===== src/sv/tvfr_pkg.sv =====
// ---------------------------------------------------------------------------
// tvfr_pkg
// Shared types, codes and sizes for the tagged value frame receiver.
// ---------------------------------------------------------------------------
package tvfr_pkg;

    // Table size and frame geometry
    localparam int NUM_CHANNELS = 128;
    localparam int FRAME_LEN    = 8;
    localparam int ADDR_W       = (NUM_CHANNELS > 1) ? $clog2(NUM_CHANNELS) : 1;
    localparam int CNT_W        = $clog2(FRAME_LEN);

    // Marker bytes
    localparam logic [7:0] CH_START   = 8'h42;
    localparam logic [7:0] CH_NEWLINE = 8'h0A;
    localparam logic [7:0] CH_INT     = 8'h49;
    localparam logic [7:0] CH_FLOAT   = 8'h46;

    // Input operation codes
    localparam logic [1:0] OP_BYTE      = 2'd0;
    localparam logic [1:0] OP_READ_INT  = 2'd1;
    localparam logic [1:0] OP_READ_FLT  = 2'd2;

    // Result status codes
    localparam logic [2:0] ST_TAKEN     = 3'd0;
    localparam logic [2:0] ST_INT_STORE = 3'd1;
    localparam logic [2:0] ST_FLT_STORE = 3'd2;
    localparam logic [2:0] ST_MALFORMED = 3'd3;
    localparam logic [2:0] ST_IGNORED   = 3'd4;
    localparam logic [2:0] ST_READ      = 3'd5;

    typedef struct packed {
        logic [1:0] op;
        logic [7:0] rx_byte;
        logic [6:0] read_channel;
    } in_t;

    typedef struct packed {
        logic [2:0]  status;
        logic [7:0]  frame_channel;
        logic [31:0] value_bits;
    } out_t;

    // Table write request from the frame logic
    typedef struct packed {
        logic              en;
        logic [ADDR_W-1:0] addr;
        logic [31:0]       data;
    } tbl_wr_t;

endpackage


===== src/sv/tvfr_ram.sv =====
// ---------------------------------------------------------------------------
// tvfr_ram
// Generic single write port RAM with one registered read port.
// ---------------------------------------------------------------------------
module tvfr_ram #(
    parameter int WIDTH = 32,
    parameter int DEPTH = 128
) (
    input  logic                                        aclk,
    input  logic                                        we,
    input  logic [((DEPTH > 1) ? $clog2(DEPTH) : 1)-1:0] waddr,
    input  logic [WIDTH-1:0]                            wdata,
    input  logic                                        re,
    input  logic [((DEPTH > 1) ? $clog2(DEPTH) : 1)-1:0] raddr,
    output logic [WIDTH-1:0]                            rdata
);

    logic [WIDTH-1:0] mem [DEPTH];
    logic [WIDTH-1:0] rdata_reg;

    // Write port
    always_ff @(posedge aclk) begin
        if (we) begin
            mem[waddr] <= wdata;
        end
    end

    // Registered read port, hold when not reading
    always_ff @(posedge aclk) begin
        if (re) begin
            rdata_reg <= mem[raddr];
        end
    end

    assign rdata = rdata_reg;

endmodule


===== src/sv/tvfr_table.sv =====
// ---------------------------------------------------------------------------
// tvfr_table
// One value table: RAM plus per-entry valid bits, so unwritten entries read
// as zero after reset, and a bypass for a write landing on the read address.
// ---------------------------------------------------------------------------
module tvfr_table
    import tvfr_pkg::*;
(
    input  logic              aclk,
    input  logic              aresetn,
    input  logic              rd_en,
    input  logic [ADDR_W-1:0] rd_addr,
    input  tbl_wr_t           wr,
    output logic [31:0]       rd_data
);

    logic [(2**ADDR_W)-1:0] vld_reg;
    logic                   rd_vld_reg;
    logic                   byp_reg;
    logic [31:0]            byp_data_reg;
    logic [31:0]            ram_q;
    logic                   byp_next;

    tvfr_ram #(
        .WIDTH (32),
        .DEPTH (NUM_CHANNELS)
    ) u_ram (
        .aclk  (aclk),
        .we    (wr.en),
        .waddr (wr.addr),
        .wdata (wr.data),
        .re    (rd_en),
        .raddr (rd_addr),
        .rdata (ram_q)
    );

    assign byp_next = wr.en && (wr.addr == rd_addr);

    // Valid bits: clear on reset, set on write
    always_ff @(posedge aclk) begin
        if (!aresetn) begin
            vld_reg <= '0;
        end else if (wr.en) begin
            vld_reg[wr.addr] <= 1'b1;
        end
    end

    // Capture valid and bypass alongside the RAM read
    always_ff @(posedge aclk) begin
        if (!aresetn) begin
            rd_vld_reg <= 1'b0;
            byp_reg    <= 1'b0;
        end else if (rd_en) begin
            rd_vld_reg <= vld_reg[rd_addr];
            byp_reg    <= byp_next;
        end
    end

    always_ff @(posedge aclk) begin
        if (rd_en) begin
            byp_data_reg <= wr.data;
        end
    end

    // Resolve: fresh write wins, then stored entry, else reset value
    assign rd_data = byp_reg    ? byp_data_reg :
                     rd_vld_reg ? ram_q        : 32'd0;

endmodule


===== config.mk =====
export PLATFORM = sky130hd
export DESIGN_NAME = tvfr_table
export DESIGN_NICKNAME = d
export VERILOG_FILES = /design/src/sv/tvfr_pkg.sv /design/src/sv/tvfr_ram.sv /design/src/sv/tvfr_table.sv
export SDC_FILE = /design/constraint.sdc
export NUM_CORES = 2
export LEC_CHECK = 0
export BUFFER_PORTS_ARGS = -buffer_cell sky130_fd_sc_hd__buf_2
export CAP_MARGIN = 0
export CORE_AREA = 2 2 585 703
export DETAILED_ROUTE_END_ITERATION = 8
export DIE_AREA = 0 0 587 705
export PLACE_DENSITY_LB_ADDON = 0.15
export RECOVER_POWER = 25
export SLEW_MARGIN = 20
export SYNTH_ARGS = -nofsm -noshare
export SYNTH_HDL_FRONTEND = slang
export SYNTH_SLANG_ARGS = --single-unit

===== constraint.sdc =====
create_clock -name aclk -period 9.2 [get_ports aclk]
set_input_delay 1.38 -clock aclk [delete_from_list [all_inputs] [get_ports aclk]]
set_output_delay 1.38 -clock aclk [all_outputs]
set_load 0.005 [all_outputs]

Word-level counts from Yosys, hierarchy flattened
Memory sizes are Yosys's and may differ from the RTL's. A register that Yosys moved wholly into a read port is not among the register bits.
Cells that the tools add are included.
- add/sub/neg operators: 0
- multipliers: 0
- divide/modulo/power cells: 0
- $lt $le $gt $ge: 3
- equal/unequal tests: 1
- shifts and indexed selects: 0
- mux-type cells: 8
- bitwise gates (word level): 1
- reduce and logical (&&, ||, !) cells: 2
- operators by type and width (operator ; number):
    bitwise OR 128 bit ; 1
    two-way mux 32 bit ; 2
    less-than comparator 7 x 8 -> 1 bit, second input constant ; 2
    binary-select mux 1 bit (select 7 bit) ; 1
    demux 1 bit (select 7 bit) ; 1
    equality test 7 bit ; 1
    >= comparator 7 x 1 -> 1 bit, second input constant ; 1
    two-way mux 1 bit ; 4
    logical AND 1 bit ; 2
- bits in registers: 162
- bits in latches: 0
- RAM bits: 4096
- memory bits (read-only): 0
- input port bits: 50
- output and inout bits: 32
- word-level logic and storage cells: 20
- memories: 1
- memories (name ; words ; width ; rd ports ; clocked after Yosys merged registers in ; wr ports ; line ; text):
    u_ram.mem ; 128 ; 32 ; 1 ; 1 ; 1 ; tvfr_ram.sv:18 ; logic [WIDTH-1:0] mem [DEPTH];

Logic depth before layout (Yosys ltp)
- depth in word-level cells: 5
- gate-level depth with buffers: 10
- depth with buffers taken out: 6

Cells and area by module
A second synthesis with hierarchy kept.
- cell total of the unflattened synthesis: 6645
- area total of the unflattened synthesis: 163533.1 µm²
- by module, submodules not included (module ; times used ; cells each ; area an instance (µm²)):
    tvfr_ram ; 1 ; 5990 ; 156596.4
    tvfr_table ; 1 ; 655 ; 6936.7

Least setup slack after synthesis
OpenSTA, ideal clock, no wires.
- path type: input port to flip-flop
- start point: input port wr[38] (netlist name)
- end point: memory u_ram.mem[103][0] (enable)
- setup time: 0.423 ns
- arrival: 3.872 ns
- path slack: 4.905 ns
- stages: 5
- path buffers: 2
- cells stage by stage: clkbuf_1 nand2_1 or4b_2 clkbuf_1 nor2_1
- RTL lines (element ; line ; text):
    from (decl) ; tvfr_table.sv:13 ; input tbl_wr_t wr,
    to (decl) ; tvfr_ram.sv:18 ;
No word-level cell before the write port.

Worst setup path after layout
- start point: input port wr[31] (netlist name)
- end point: memory u_ram.mem[56][31] (data pin)
No word-level cell before the write port.

==> summary.md <==
| Metric | Value |
|---|---|
| Status | `complete, but fails checks` |
| Failing checks | `max-capacitance violations, max-slew violations` |
| Syn avg cell area | `24.8 µm²` |
| CTS tree | `done` |
| Cell variety after synth | `42` |
| Main synth FF type | `edfxtp_1` |
| Fin crit share | `69.8%` |
| Clock skew | `0.0436 ns` |
| # nets final | `6993` |
| DP HPWL | `246000 µm` |
| Main combinational cell family by area after synthesis | `multiplexers` |
| Number of global-route vias before repair | `77800` |
| P&R area growth vs syn | `13.7%` |
| Post-route ant nets | `0` |
| Most frequent cell on the critical path | `clkbuf_1` |
| First-pass GRT wire length | `648000 µm` |
| Worst vdd ir | `0.000168 V` |
| Worst Hold Path Cells | `1` |
| Post-Synth XOR/XNOR Area | `0.0378%` |
| WS Path Type | `primary input to flip-flop` |
| PortBufs | `81` |
| Root Driver | `clkbuf_16` |
| Wire length on met1 | `193000 µm` |
| Period minus WS final | `6.42 ns` |
| Post-synth top area share | `77.1%` |
| Synth Area in Compound Gates | `1.35%` |
| Rel. slew slack | `-199%` |
| RD Place Congestion | `0.788` |
| Setup crit end kind | `flip-flop` |
| Total negative setup slack | `0 ns` |
| Grt ovf | `0` |
| Top-level I/O count | `82` |
| Chip Width | `587 µm` |
| H-tree depth | `5` |
| Pre-CTS setup slack | `3.27 ns` |
| Synth Instances | `6546` |
| Post-CTS resize count | `0` |
| Max Fclk | `0.156 GHz` |
| Post-synthesis cell area | `0.162 mm²` |
| Ys async rst share | `0%` |
| Seq cells post-synth | `4290` |
| Worst path arrival time | `6.57 ns` |
| Vias per Instance | `5.89` |
| Die extent in y | `705 µm` |
| Slowest Stage Delay on Critical Path | `3.08 ns` |
| FP Rows | `257` |
| Dpl cells | `12000` |
| Max-cap violations | `51` |
| Largest net degree at the start of global routing | `138` |
| Top Layer Used | `met5` |
| Drt pass-1 iters | `5` |
| Simple-gate share of the synthesized area | `0.719%` |
| Final Hold Violating Endpoints | `0` |
| CTS Buf Count | `428` |
| Yosys warning total | `0` |
| Power Dens Cells | `218 mW/mm²` |
| Most frequent cells after synthesis | `edfxtp_1, mux4_2, clkbuf_1, buf_2, nor2_1` |
| Worst skew pair latency | `1.01 ns` |
| RSZ-0062 raised after global routing | `no` |
| DRT Wirelength | `476000 µm` |
| CTS Hold Bufs | `0` |
| Family with the most delay on the worst path | `buffers and inverters` |
| Initial Utilization | `39.8%` |
| Post-synth EDFFs | `4160` |
| Crit path launch type | `primary input` |
| CTS sink count | `4290` |
| Top-count cell post-synth | `edfxtp_1` |
| Layout cell share with drive strength beyond 1 | `32.4%` |
| Leak | `0.0560 µW` |
| Met3 wire len | `31200 µm` |
| Critical Path RT | `9.35 ns` |
| Setup bufs post-CTS | `0` |
| Area of the core | `0.407 mm²` |
| DRC viols | `0` |
| Critical-path cell list | `clkbuf_1, clkbuf_1` |
| Worst reg2reg path depth | `4` |
| Vias | `75100` |
| WP depth | `2` |
| Syn Nets | `6596` |
| All-Layer GR Usage | `22.7%` |
| CP max FO | `82` |
| Wire per inst | `37.3 µm` |
| Setup ws final | `2.78 ns` |
| Worst-Margin Slew | `4.49 ns` |
| Worst hold path type | `flip-flop to flip-flop` |
| Largest register FFs | `4096` |
| Seq/Total Area, Yosys | `78.7%` |
| Met2 Wirelength | `238000 µm` |
| Worst-path clk slew | `0.06 ns` |
| Mux contribution to synthesized area | `18.2%` |
| Ranking of synthesized cells by area | `edfxtp_1, mux4_2, dfxtp_1` |
| Clk buf depth | `4` |
| Worst path bufs/invs | `2` |
| Synth Area in Adders | `0%` |
| 1st-iter DRT viols | `8756` |
| Initial antenna violation count | `40` |
| Slowest CP cell | `clkbuf_1` |
| Pins Over Slew Limit | `3273` |
| Largest area contributor in the netlist | `edfxtp_1` |
| Final cell count without fillers | `12800` |
| Final setup viols | `0` |
| Die ar. | `0.414 mm²` |
## through the flow
step,total power (µW),util [%],area (µm²),hold WS (ns)
final,40200,45.3,184000,0.463
after global routing,41300,45.3,184000,0.477
after CTS,40500,45.3,184000,0.464
after detailed placement,24000,42.1,171000,0.450
after global placement,23900,42.0,171000,0.440
after floorplan,23000,-,162000,0.433
## per-layer routing
| layer | global-route usage (%) | vias up |
|---|---|---|
| met5 | 0 | - |
| met1 | 30.7 | 42500 |
| li1 | - | 29400 |
| met4 | 6.29 | 28 |
| met2 | 38.2 | 2667 |
| met3 | 3.79 | 570 |
## placed cells by master (no fill, tap or decap), drive strengths merged, types with 128 or more instances in the layout
cell,instances
o21a,128
o22ai,128
buf,283
edfxtp,4160
nor2,136
mux4,1307
clkinv,202
clkbuf,589
dfxtp,130
## final cells by class
class	instances	area (µm²)
repair buffers	334	2560
clock inverters	239	1810
diodes	21	52.6
fillers	33800	223000
inverters	4	15.0
clock buffers	538	11300
multi-input cells	1885	34300
well taps	5439	6810
flip-flops and latches	4290	128000
## kinds of logic (layout without fill, tap and decap cells)
logic type                Yosys count  count (layout)
other                               0              21
buffers and inverters             371            1115
muxes                            1321            1321
xor gates and xnor gates            7               7
AOI/OAI and AO/OA                 308             308
and+or+nand+nor                   249             249
DFF                              4290            4290
## report_power, final
| group | switching, µW | internal [µW] |
|---|---|---|
| Combinational | 1230 | 699 |
| Sequential | 44.1 | 21600 |
| Clock | 7430 | 9200 |
## path summary, 6_finish.rpt
kind	to	slack, ns	startpoint
worst max register to register	u_ram.rdata[31]$_DFFE_PP_	6.42	u_ram.mem[19][31]$_DFFE_PP_
worst max-delay path	u_ram.mem[56][31]$_DFFE_PP_	2.78	wr[31]
worst min register to register	vld_reg[86]$_SDFFE_PN0P_	0.46	vld_reg[86]$_SDFFE_PN0P_
worst min-delay path	vld_reg[86]$_SDFFE_PN0P_	0.46	vld_reg[86]$_SDFFE_PN0P_
Note: power is estimated with default switching activity, not from simulation.
