## src/sv/tvfr_pkg.sv

```systemverilog
// ---------------------------------------------------------------------------
// tvfr_pkg
// Shared types, codes and sizes for the tagged value frame receiver.
// ---------------------------------------------------------------------------
package tvfr_pkg;

    // Table size and frame geometry
    localparam int NUM_CHANNELS = 128;
    localparam int FRAME_LEN    = 8;
    localparam int ADDR_W       = (NUM_CHANNELS > 1) ? $clog2(NUM_CHANNELS) : 1;
    localparam int CNT_W        = $clog2(FRAME_LEN);

    // Marker bytes
    localparam logic [7:0] CH_START   = 8'h42;
    localparam logic [7:0] CH_NEWLINE = 8'h0A;
    localparam logic [7:0] CH_INT     = 8'h49;
    localparam logic [7:0] CH_FLOAT   = 8'h46;

    // Input operation codes
    localparam logic [1:0] OP_BYTE      = 2'd0;
    localparam logic [1:0] OP_READ_INT  = 2'd1;
    localparam logic [1:0] OP_READ_FLT  = 2'd2;

    // Result status codes
    localparam logic [2:0] ST_TAKEN     = 3'd0;
    localparam logic [2:0] ST_INT_STORE = 3'd1;
    localparam logic [2:0] ST_FLT_STORE = 3'd2;
    localparam logic [2:0] ST_MALFORMED = 3'd3;
    localparam logic [2:0] ST_IGNORED   = 3'd4;
    localparam logic [2:0] ST_READ      = 3'd5;

    typedef struct packed {
        logic [1:0] op;
        logic [7:0] rx_byte;
        logic [6:0] read_channel;
    } in_t;

    typedef struct packed {
        logic [2:0]  status;
        logic [7:0]  frame_channel;
        logic [31:0] value_bits;
    } out_t;

    // Table write request from the frame logic
    typedef struct packed {
        logic              en;
        logic [ADDR_W-1:0] addr;
        logic [31:0]       data;
    } tbl_wr_t;

endpackage

```

## src/sv/tvfr_frame.sv

```systemverilog
// ---------------------------------------------------------------------------
// tvfr_frame
// Frame assembly and item decode: hunts for the start byte, collects the
// frame, judges it on its last byte and forms the result word and writes.
// ---------------------------------------------------------------------------
module tvfr_frame
    import tvfr_pkg::*;
(
    input  logic        aclk,
    input  logic        aresetn,
    input  logic        advance,
    input  in_t         item,
    input  logic [31:0] int_rd_data,
    input  logic [31:0] flt_rd_data,
    output out_t        result,
    output tbl_wr_t     int_wr,
    output tbl_wr_t     flt_wr
);

    logic [CNT_W-1:0] byte_count_reg;
    logic [CNT_W-1:0] byte_count_next;
    logic [7:0]       frame_bytes_reg [FRAME_LEN];
    logic             store_byte;

    logic [7:0]       chan;
    logic [7:0]       ftype;
    logic [31:0]      fval;
    logic             chan_ok;
    logic             read_ok;
    logic             last_byte;

    assign chan  = frame_bytes_reg[1];
    assign ftype = frame_bytes_reg[2];
    assign fval  = {frame_bytes_reg[6], frame_bytes_reg[5],
                    frame_bytes_reg[4], frame_bytes_reg[3]};

    assign chan_ok   = ({1'b0, chan} < 9'(NUM_CHANNELS));
    assign read_ok   = ({2'b00, item.read_channel} < 9'(NUM_CHANNELS));
    assign last_byte = (byte_count_reg == CNT_W'(FRAME_LEN - 1));

    // Decode the item
    always_comb begin
        result          = '0;
        int_wr          = '0;
        flt_wr          = '0;
        int_wr.addr     = chan[ADDR_W-1:0];
        flt_wr.addr     = chan[ADDR_W-1:0];
        int_wr.data     = fval;
        flt_wr.data     = fval;
        byte_count_next = byte_count_reg;
        store_byte      = 1'b0;
        case (item.op)
            OP_BYTE: begin
                result.status = ST_TAKEN;
                if (byte_count_reg == '0 && item.rx_byte != CH_START) begin
                    // skip while hunting
                end else if (!last_byte) begin
                    store_byte      = 1'b1;
                    byte_count_next = byte_count_reg + CNT_W'(1);
                end else begin
                    byte_count_next      = '0;
                    result.frame_channel = chan;
                    result.value_bits    = fval;
                    if (item.rx_byte != CH_NEWLINE) begin
                        result.status = ST_MALFORMED;
                    end else if (chan_ok && ftype == CH_INT) begin
                        result.status = ST_INT_STORE;
                        int_wr.en     = advance;
                    end else if (chan_ok && ftype == CH_FLOAT) begin
                        result.status = ST_FLT_STORE;
                        flt_wr.en     = advance;
                    end else begin
                        result.status = ST_IGNORED;
                    end
                end
            end
            OP_READ_INT, OP_READ_FLT: begin
                result.status        = ST_READ;
                result.frame_channel = {1'b0, item.read_channel};
                if (read_ok) begin
                    result.value_bits = (item.op == OP_READ_INT) ? int_rd_data
                                                                  : flt_rd_data;
                end
            end
            default: begin
                result.status = ST_IGNORED;
            end
        endcase
    end

    // Advance the byte counter
    always_ff @(posedge aclk) begin
        if (!aresetn) begin
            byte_count_reg <= '0;
        end else if (advance) begin
            byte_count_reg <= byte_count_next;
        end
    end

    // Hold frame bytes
    always_ff @(posedge aclk) begin
        if (advance && store_byte) begin
            frame_bytes_reg[byte_count_reg] <= item.rx_byte;
        end
    end

endmodule

```

## config.mk

```make
export PLATFORM = sky130hd
export DESIGN_NAME = tvfr_frame
export DESIGN_NICKNAME = d
export VERILOG_FILES = /design/src/sv/tvfr_pkg.sv /design/src/sv/tvfr_frame.sv
export SDC_FILE = /design/constraint.sdc
export NUM_CORES = 1
export LEC_CHECK = 0
export ABC_CLOCK_PERIOD_IN_PS = 3200
export BUFFER_PORTS_ARGS = -buffer_cell sky130_fd_sc_hd__buf_2
export CORE_AREA = 2 2 96 98
export CTS_BUF_LIST = sky130_fd_sc_hd__clkbuf_2
export DETAILED_ROUTE_END_ITERATION = 12
export DIE_AREA = 0 0 98 100
export MAX_ROUTING_LAYER = met4
export PLACE_DENSITY_LB_ADDON = 0.08
export SYNTH_ARGS = -nofsm -noshare
export SYNTH_HDL_FRONTEND = slang
export SYNTH_SLANG_ARGS = --single-unit
```

## constraint.sdc

```tcl
create_clock -name aclk -period 3.2 [get_ports aclk]
set_clock_uncertainty 0.05 [all_clocks]
set_input_delay 0.64 -clock aclk [delete_from_list [all_inputs] [get_ports aclk]]
set_output_delay 0.64 -clock aclk [all_outputs]
set_load 0.005 [all_outputs]
```

### Yosys cells after proc, flatten, opt, wreduce, memory -nomap -nowiden

Memory sizes are Yosys's and may differ from the RTL's.
Cells that the tools add are included.

| operators by class | value |
|---|---|
| divide/modulo/power cells | 0 |
| reductions and logical operators | 8 |
| multiply operators | 0 |
| order comparisons | 1 |
| $add $sub $neg | 1 |
| bitwise operators | 1 |
| mux-type cells | 25 |
| shifts and indexed selects | 0 |
| equal/unequal tests | 7 |

Operators by type and width:

| operator | count |
|---|---|
| $mux W43 | 2 |
| $pmux W40 S2 | 1 |
| $mux W32 | 1 |
| $eq A8 B7 Y1 const B | 2 |
| $mux W1 | 16 |
| $mux W3 | 4 |
| $lt A8 B8 Y1 const B | 1 |
| $ne A8 B4 Y1 const B | 1 |
| $ne A8 B7 Y1 const B | 1 |
| $pmux W3 S2 | 1 |
| $logic_and A1 B1 Y1 | 4 |
| $add A3 B1 Y3 const B | 1 |
| $eq A3 B3 Y1 const B | 1 |
| $logic_not A3 Y1 | 1 |
| $reduce_and A3 Y1 | 1 |
| $eq A2 B1 Y1 const B | 1 |
| $eq A2 B2 Y1 const B | 1 |
| $logic_not A2 Y1 | 1 |
| $reduce_or A2 Y1 | 1 |
| $not A1 Y1 | 1 |

| storage, ports and cells | value |
|---|---|
| bits in latches | 0 |
| memories kept | 1 |
| register bits | 3 |
| input bits | 84 |
| memory bits (read-only) | 0 |
| RAM bits | 64 |

Memory list:

| memory | depth | bits a word | read ports | clocked after memory_dff | write ports | line | source |
|---|---|---|---|---|---|---|---|
| frame_bytes_reg | 8 | 8 | 6 | 0 | 1 | tvfr_frame.sv:22 | `logic [7:0] frame_bytes_reg [FRAME_LEN];` |

### Longest topological paths before layout

An unclocked memory read counts as a cell.

| logic depth | value |
|---|---|
| depth after elaboration | 9 |
| mapped depth | 7 |
| mapped depth without buffers | 6 |

### Worst setup path after synthesis

No wires, ideal clock.

| timing | value |
|---|---|
| path type | input port to flip-flop |
| from | input port item[7] (netlist name) |
| to | memory frame_bytes_reg[1][0], enable pin |
| slack | 0.279 ns |
| path buffers | 0 |
| required time | 2.755 ns |
| stages | 4 |
| arrival time | 2.477 ns |
| cell sequence | or4b_4 -> o21ai_2 -> nand3_1 -> nor4_1 |

| between the ends | value |
|---|---|
| longest elaborated chain between the ends | 7 |

RTL lines:

| element | line | source |
|---|---|---|
| start, declared | tvfr_frame.sv:12 | `input in_t item,` |
| $ne A8 B7 Y1 | tvfr_frame.sv:55 | `if (byte_count_reg == '0 && item.rx_byte != CH_START) begin` |
| $logic_and A1 B1 Y1 | tvfr_frame.sv:55 |  |
| $mux W1 | tvfr_frame.sv:55 |  |
| $mux W1 | tvfr_frame.sv:52 | `case (item.op)` |
| $logic_and A1 B1 Y1 | tvfr_frame.sv:102 | `if (advance && store_byte) begin` |
| $mux W1 | tvfr_frame.sv:102 |  |
| $mux W1 (not written as such) | tvfr_frame.sv:103 | `frame_bytes_reg[byte_count_reg] <= item.rx_byte;` |
| end, declared | tvfr_frame.sv:22 |  |

Every way passes these cells.

==> flow_metrics.py <==
metrics = {
    "cts": {
        "cts.sinks": 51,
        "htree_levels": 2,
        "clockBufferDepth": 2,
        "root_buffer": "clkbuf_2",
        "path_clk_slew_ns": 0.26,
        "cts_tree": "yes",
        "cts-buffers-inserted": 5,
        "clkLatencyLatePin_ns": 0.44,
    },
    "grt": {
        "antenna_found_initial": 0,
        "grt_pass1_wl_microns": 12600,
        "grt_pass1_vias": 2375,
        "grt_max_degree": 26,
        "grt_use_total_pct": 16.9,
        "overflow": 0,
    },
    "power_and_ir_drop": {
        "power_density_nw_per_um2": 326,
        "vdd_ir_drop_max_uv": 213,
        "post-layout-total-power_mw": 1.30,
        "cellLeakagePower_nw": 1.81,
    },
    "placement": {
        "dp.cells": 519,
        "postPlaceCellArea_sq_um": 3910,
        "io_buffers": 206,
        "place.gp.congestion": 0.786,
        "hpwlAfterDp_microns": 6770,
        "post-place-ws_ns": 0.182,
    },
    "cells_and_area": {
        "diodes": 0,
        "largest_reg_flops": 48,
        "fillCellCount": 892,
        "final_common_cell": "buf_2",
        "drive_above_1_share_pct": 60.3,
        "regArea_sq_um": 1500,
        "multi_input_area_sq_um": 1060,
        "fin_area_sq_um": 3990,
        "finish.utilization_pct": 44.9,
        "layout.nets": 505,
        "area_growth_pct": 33.8,
        "final_cells": 527,
        "mostFrequentLayoutCells": "buf_2, edfxtp_1, mux2i_1",
    },
    "floorplanning": {
        "design.die.area_sq_um": 9800,
        "die_w_microns": 98,
        "start_util_pct": 33.5,
        "die_y_microns": 100,
        "std_cell_rows": 35,
        "io_pins": 207,
        "core_sq_um": 8890,
    },
    "sta": {
        "finalSetupViolations": 0,
        "rsz0062_at_grt": "no",
        "worst_pin_slew_ns": 0.630,
        "slew_headroom_pct": 57.7,
        "slew_viol_final": 0,
        "fmax_ghz": 0.330,
        "fin_crit_ns": 3.03,
        "tns_ns": 0,
        "setup_ws_ns": 0.172,
        "hold_viol_final": 0,
        "holdWs_ns": 0.386,
        "fin_crit_sh_pct": 94.6,
    },
    "setup_path": {
        "reg2reg_depth": 8,
        "slowest_stage": "or4b_4",
        "setup.worst_path.start": "item[12]",
        "max_stage_delay_ns": 0.54,
        "critical-path-top-delay-family": "simple AND/OR/NAND/NOR gates",
        "worstPathMaxFanout": 15,
        "endpoint_kind": "output pin",
        "cp-start-kind": "input port",
        "cp.depth": 7,
        "r2r_slack_ns": 1.03,
        "critPathCapture": "result[34]",
        "crit_chain": "buf_2 > or4b_4 > o21ai_2 > nor3b_4 > buf_4 > a22o_2 > buf_2",
        "crit_buf_inv": 3,
        "r2r_end": "frame_bytes_reg[2][6]",
        "crit_path_frequent_cell": "buf_2",
        "critPathKind": "input port to output pin",
        "arrival_ns": 2.34,
        "cp_data_required_time_ns": 2.51,
        "reg2reg_from": "byte_count_reg[1]",
    },
    "route": {
        "via_per_inst": 4.83,
        "wl_per_cell_microns": 16.4,
        "drt_iter0_markers": 99,
        "drt-total-wl_microns": 8660,
        "ant_nets": 0,
        "drc": 0,
        "first_pass_iters": 4,
        "vias": 2544,
    },
    "synth": {
        "syn_avg_cell_area_sq_um": 12.5,
        "ys_ff_latch": 51,
        "yosysTopAreaCellShare_pct": 48.4,
        "syn-cell-area_sq_um": 2980,
        "synth.distinct_cells": 28,
        "yosysWarnings": 0,
        "yosysSeqAreaShare_pct": 50.4,
        "synth_top_area_cell": "edfxtp_1",
        "syn_inst": 239,
        "synthTopCellsByArea": "edfxtp_1, buf_4, mux2i_1",
        "synth_nets": 329,
    },
    "hold_path": {
        "hold_path_class": "input port to flop",
    },
    "job": {
        "maxCapViolations": 0,
    },
    "outcome": {
        "outcome": "finished, final reports clean",
    },
}
synthesized netlist by cell type:
cell,instances
nand2_1,11
clkbuf_1,7
nand2b_1,2
a21oi_1,2
dfxtp_1,3
buf_6,4
a21boi_0,1
a22o_2,7
edfxtp_1,48
nor4bb_1,2
mux2i_1,34
nor2b_1,1
or4b_4,1
nand3_1,5
or4b_1,1
and2_2,1
nor3b_4,1
buf_4,46
nor2_1,8
ha_1,6
nor3_1,1
a31o_2,1
nand4b_1,1
nor4_1,5
inv_1,5
nand4_1,2
o2bb2ai_1,32
o21ai_2,1
worst min-delay path by stage:
stage | from | endpoint | slack [ns] | depth (start not counted)
after floorplan | byte_count_reg[1] | byte_count_reg[1] | 0.44 | 2
after global placement | byte_count_reg[1] | byte_count_reg[1] | 0.47 | 2
after detailed placement | byte_count_reg[1] | byte_count_reg[1] | 0.48 | 2
after CTS | aresetn | byte_count_reg[0] | 0.37 | 3
after global routing | aresetn | byte_count_reg[1] | 0.36 | 3
final | aresetn | byte_count_reg[0] | 0.39 | 3
logic make-up (layout without fill, tap and decap cells):
logic type      Yosys count  after routing  synth area share (%)
fa+ha+maj                 6              6                  2.52
mux                      34             34                  11.4
simple gates             42             42                  8.14
buf+inv                  62            239                  14.6
compound gates           44             44                  12.9
flops                    51             51                  50.4
layer usage:
metal  track usage [%]  up-vias  part of all wire [%]
met2              29.0      112                    51
met3              3.13        8                   6.5
met1              20.6     1214                    42
met4              4.49        0                   1.0
li1                  -     1210                     -
met5                 -        -                     0
what timing repair did:
item                                    CTS  global route
endpoints found under the setup margin    0            38
hold buffers                              0             0
hold endpoints to repair                  0             0
setup buffers                             0             0
resized for setup                         0             2
final cells by class:
type | count | share of cell area (%)
inverter | 5 | 0.471
sequential | 51 | 37.7
multi-input combinational | 126 | 26.6
tap | 111 | 3.48
timing repair buffer | 226 | 29.9
clock inverter | 3 | 1.19
clock buffer | 5 | 0.628
tightest hold or removal path, stage by stage:
cell and delay (ns):
buf_2 0.12, nand2_1 0.05, mux2i_1 0.05
power breakdown:
part | internal (mW) | switching [mW]
clock network | 0.137 | 0.217
registers | 0.728 | 0.0000172
logic | 0.112 | 0.104
Note: power is estimated with default switching activity, not from simulation.
